`src/sv/lob_pkg.sv`:
```
// ----------------------------------------------------------------------------
// lob_pkg
// Shared types and constants for the limit order book matcher.
// ----------------------------------------------------------------------------
package lob_pkg;

  localparam int SideDepth = 32;
  localparam int IdxW = $clog2(SideDepth);
  localparam int CntW = $clog2(SideDepth + 1);
  localparam int QtyW = 32;
  localparam int PriceW = 24;
  localparam int TimeW = 31;
  localparam int ArrW = 32;
  localparam int MaxTrades = 63;
  localparam int TradeCntW = 6;

  typedef enum logic [2:0] {
    ST_ADDED     = 3'd0,
    ST_BAD_QTY   = 3'd1,
    ST_BAD_PRICE = 3'd2,
    ST_FULL      = 3'd3,
    ST_TRADE     = 3'd4,
    ST_DONE      = 3'd5
  } status_t;

  typedef enum logic {
    CMD_ADD   = 1'b0,
    CMD_MATCH = 1'b1
  } cmd_t;

  typedef enum logic {
    SIDE_BUY  = 1'b0,
    SIDE_SELL = 1'b1
  } side_t;

  // classified command between front and back
  typedef struct packed {
    cmd_t              cmd;
    side_t             side;
    status_t           reject;
    logic              is_reject;
    logic [QtyW-1:0]   qty;
    logic [PriceW-1:0] price;
    logic [TimeW-1:0]  ts;
  } cmd_word_t;

  typedef enum logic [2:0] {
    BK_IDLE,
    BK_ADD_SCAN,
    BK_SCAN,
    BK_TRADE,
    BK_EMIT
  } bk_state_t;

endpackage

```
`src/sv/lob_front.sv`:
```
// ----------------------------------------------------------------------------
// lob_front
// Accept commands, check quantity and price, and queue them for the back end.
// ----------------------------------------------------------------------------
module lob_front (
  input  logic                      clk,
  input  logic                      rst,
  input  logic                      in_valid,
  output logic                      in_ready,
  input  logic                      in_cmd,
  input  logic                      in_side,
  input  logic [lob_pkg::QtyW-1:0]  in_qty,
  input  logic [lob_pkg::PriceW-1:0] in_price,
  input  logic [lob_pkg::TimeW-1:0] in_ts,
  output logic                      q_valid,
  input  logic                      q_ready,
  output lob_pkg::cmd_word_t        q_word
);

  // two-entry queue
  lob_pkg::cmd_word_t mem [2];
  logic       wr_ptr, rd_ptr;
  logic [1:0] count;
  lob_pkg::cmd_word_t w;

  // classify the incoming word
  always_comb begin
    w.cmd = lob_pkg::cmd_t'(in_cmd);
    w.side = lob_pkg::side_t'(in_side);
    w.qty = in_qty;
    w.price = in_price;
    w.ts = in_ts;
    w.is_reject = 1'b0;
    w.reject = lob_pkg::ST_ADDED;
    if (w.cmd == lob_pkg::CMD_ADD) begin
      if (in_qty == '0) begin
        w.is_reject = 1'b1;
        w.reject = lob_pkg::ST_BAD_QTY;
      end else if (in_price == '0) begin
        w.is_reject = 1'b1;
        w.reject = lob_pkg::ST_BAD_PRICE;
      end
    end
  end

  assign in_ready = (count != 2'd2);
  assign q_valid = (count != 2'd0);
  assign q_word = mem[rd_ptr];

  always_ff @(posedge clk) begin
    if (in_valid && in_ready) begin
      mem[wr_ptr] <= w;
    end
  end

  // advance pointers and count
  always_ff @(posedge clk) begin
    if (rst) begin
      wr_ptr <= 1'b0;
      rd_ptr <= 1'b0;
      count <= 2'd0;
    end else begin
      if (in_valid && in_ready) wr_ptr <= ~wr_ptr;
      if (q_valid && q_ready) rd_ptr <= ~rd_ptr;
      count <= count + {1'b0, in_valid && in_ready} - {1'b0, q_valid && q_ready};
    end
  end

endmodule

```
`config.mk`:
```
export PLATFORM = sky130hd
export DESIGN_NAME = lob_front
export DESIGN_NICKNAME = d
export VERILOG_FILES = /design/src/sv/lob_pkg.sv /design/src/sv/lob_front.sv
export SDC_FILE = /design/constraint.sdc
export NUM_CORES = 1
export LEC_CHECK = 0
export ABC_AREA = 1
export BUFFER_PORTS_ARGS = -buffer_cell sky130_fd_sc_hd__buf_2
export CAP_MARGIN = 20
export CORE_ASPECT_RATIO = 1.1
export CORE_MARGIN = 1.5
export CORE_UTILIZATION = 50
export CTS_BUF_LIST = sky130_fd_sc_hd__clkbuf_4 sky130_fd_sc_hd__clkbuf_8
export DETAILED_ROUTE_END_ITERATION = 6
export PLACE_DENSITY_LB_ADDON = 0.25
export SETUP_SLACK_MARGIN = 0.15
export SYNTH_ARGS = -nofsm -noshare
export SYNTH_HDL_FRONTEND = slang
export SYNTH_SLANG_ARGS = --single-unit
```
`constraint.sdc`:
```
create_clock -name clk -period 6.2 [get_ports clk]
set_input_delay 0.31 -clock clk [delete_from_list [all_inputs] [get_ports clk]]
set_output_delay 0.31 -clock clk [all_outputs]
set_load 0.005 [all_outputs]
```
==> impl_metrics.json <==
{
  "status": "completed",
  "synth_area_leader_cell": "edfxtp_1",
  "chipWidth_um": 120,
  "dp_slack_ps": 3570,
  "instances_no_fill": 776,
  "crit_fanout": 51,
  "avgViaCountPerCell": 4.86,
  "place_area_sq_um": 8530,
  "slowest_delay_ps": 870,
  "endpoint_kind": "output port",
  "ys_seq_area_frac": 0.751,
  "critPathLaunchType": "register",
  "post_cts_resized": 0,
  "utilization": 0.615,
  "p_leak_nw": 3.49,
  "worstPathCellList": "buf_4 -> mux2_2 -> buf_2",
  "holdWs_ps": 52.5,
  "grt_pass1_vias": 3992,
  "final_nets": 665,
  "h-tree-depth": 4,
  "whs_endpoint": "mem[1][19]",
  "dieHeight_um": 131,
  "clk_latency_ps": 440,
  "synth_cell_type_count": 21,
  "p_comb_frac": 0.246,
  "slew_viol_final": 0,
  "dieArea_sq_um": 15700,
  "maxCapViolations": 0,
  "ios": 188,
  "syn_area_per_cell_sq_um": 20.2,
  "cts_root_buffer": "clkbuf_8",
  "grt_most_used_layer": "met2",
  "core_area_sq_um": 14500,
  "reg2reg_to": "mem[0][23]",
  "syn_nets": 466,
  "met2_usage": 0.288,
  "dr_total_vias": 3769,
  "drtIter0Drc": 191,
  "whs_path_depth": 1,
  "gr-usage-met1": 0.191,
  "final_cell_mix": "buf_2, edfxtp_1, mux2_4",
  "hp-class": "input pin to register",
  "fin_ws_ps": 3170,
  "cts_num_sinks": 189,
  "routedWlPerCell_um": 16.6,
  "reg2reg_from": "count[0]",
  "p_int_mw": 2.43,
  "hpwl_mm": 8.75,
  "clock.fmax_ghz": 0.330,
  "drive_above_1_share": 0.542,
  "total_power_mw": 3.29,
  "worstHoldStart": "in_ts[19]",
  "clk_pin_slew_ps": 90,
  "crit_buf_inv": 2,
  "ir_worst_vdd_v": 0.000190,
  "gp_congestion": 0.705,
  "setup_viol_count_final": 0,
  "finalSetupTns_ps": 0,
  "track_usage": 0.168,
  "met3_usage": 0.0694,
  "critPathKind": "register to output port",
  "cts-hold-fix-buffers": 0,
  "cp.required_ps": 5890,
  "arrival_ps": 2720,
  "netlist_area_sq_um": 7490,
  "finalCritPeriodShare": 0.489,
  "rows": 46,
  "worst_pin_slew_ps": 907,
  "p_seq_frac": 0.522,
  "clockBufferDepth": 2,
  "cp_slowest_cell": "dfxtp_4",
  "tritoncts": "done",
  "n_fill_cell": 1135,
  "synth_top_area_share": 0.738,
  "antenna_found_initial": 2,
  "grt_remaining_overflow": 0,
  "ys_warn_count": 0,
  "ys_ff_latch": 189,
  "place_inst": 743,
  "drtAntennaViolNets": 0,
  "p_sw_uw": 851,
  "rsz0062_at_grt": "false",
  "synth_area_leaders": "edfxtp_1, mux2_4, buf_12",
  "syn2layout_area_growth_pct": 19.1,
  "postCtsSetupBuffers": 0,
  "grt_max_degree": 52,
  "dr.pass1.iters": 4,
  "slew_headroom": 0.395,
  "r2r_slack_ps": 4430,
  "grt_pass1_wl_mm": 19.9,
  "portBuffers": 186,
  "final_common_cell": "buf_2",
  "clkPwrFrac": 0.233,
  "switching_share": 0.259,
  "p_per_area_nw_per_um2": 368,
  "critPathTopFamily": "buffers and inverters",
  "fin_crit_ps": 3030,
  "syn_inst": 371,
  "fin_area_sq_um": 8920,
  "finalWirelength_mm": 12.9,
  "finClkSkew_ps": 6.93,
  "finalHoldViolCount": 0,
  "initial_core_util": 0.516,
  "numCtsBuffers": 17,
  "rr_worst_depth": 5,
  "drc_errors": 0
}
==> how the worst max path moves through the flow <==
stage                      end  slack (ps)  cells after the start
finish              q_word[92]        3170                      3
global route        q_word[92]        2960                      3
CTS                  q_word[6]        3050                      3
detailed placement   q_word[6]        3570                      3
global placement    q_word[92]        3600                      3
floorplan            mem[1][0]        1210                      4
==> final cells by class <==
cell class                 count  area (sq um)  share of cell area
clock inverter                15           148              0.0166
tap                          192           240              0.0269
inverter                       7          26.3             0.00295
timing repair buffer         191           968               0.109
sequential                   189          5630               0.631
clock buffer                  17           234              0.0262
antenna                        1          2.50            0.000281
multi-input combinational    164          1670               0.187
==> registers in the layout, summed over array words and instances (netlist names), named ones only <==
name / count
count: 2
wr_ptr: 1
rd_ptr: 1
mem: 184
==> worst register-to-register path, cell delays in order (launching register included) <==
cell,delay (ps)
dfxtp_1,370
inv_1,70
nand2_1,110
nand2_1,170
nor2_4,120
buf_4,560
==> cells in the mapped netlist (all sizes together) <==
| cell | number |
|---|---|
| a21oi | 1 |
| buf | 11 |
| conb | 1 |
| dfxtp | 5 |
| edfxtp | 184 |
| ha | 2 |
| inv | 7 |
| mux2 | 92 |
| nand2 | 18 |
| nand3 | 1 |
| nand4 | 2 |
| nor2 | 40 |
| nor3 | 1 |
| nor3b | 3 |
| o21a | 1 |
| or3 | 1 |
| xnor2 | 1 |
==> metal layers <==
metal | part of all wire | vias to the layer above
met5 | 0.0010 | -
met4 | 0.015 | 2
met3 | 0.082 | 16
met2 | 0.52 | 130
met1 | 0.38 | 1813
li1 | - | 1808
==> logic make-up (layout without fill, tap and decap cells) <==
kind of cell | count (synthesis) | in the layout | synth area share
buf+inv | 18 | 230 | 0.0281
flops | 189 | 189 | 0.751
mux | 92 | 92 | 0.178
compound gates | 2 | 2 | 0.00167
simple gates | 66 | 66 | 0.0359
xor+xnor | 1 | 1 | 0.00117
fa+ha+maj | 2 | 2 | 0.00334
other cells | 1 | 2 | 0.000501
==> power by group through the flow <==
stage	registers [mW]	clock network [mW]	logic (mW)
6_report	1.71	0.764	0.807
5_1_grt	1.74	0.831	0.876
4_1_cts	1.72	0.789	0.827
3_5_place_dp	1.75	0	0.824
3_3_place_gp	1.73	0	0.814
2_1_floorplan	1.71	0	0.605
Power figures use the tool's default switching activity.
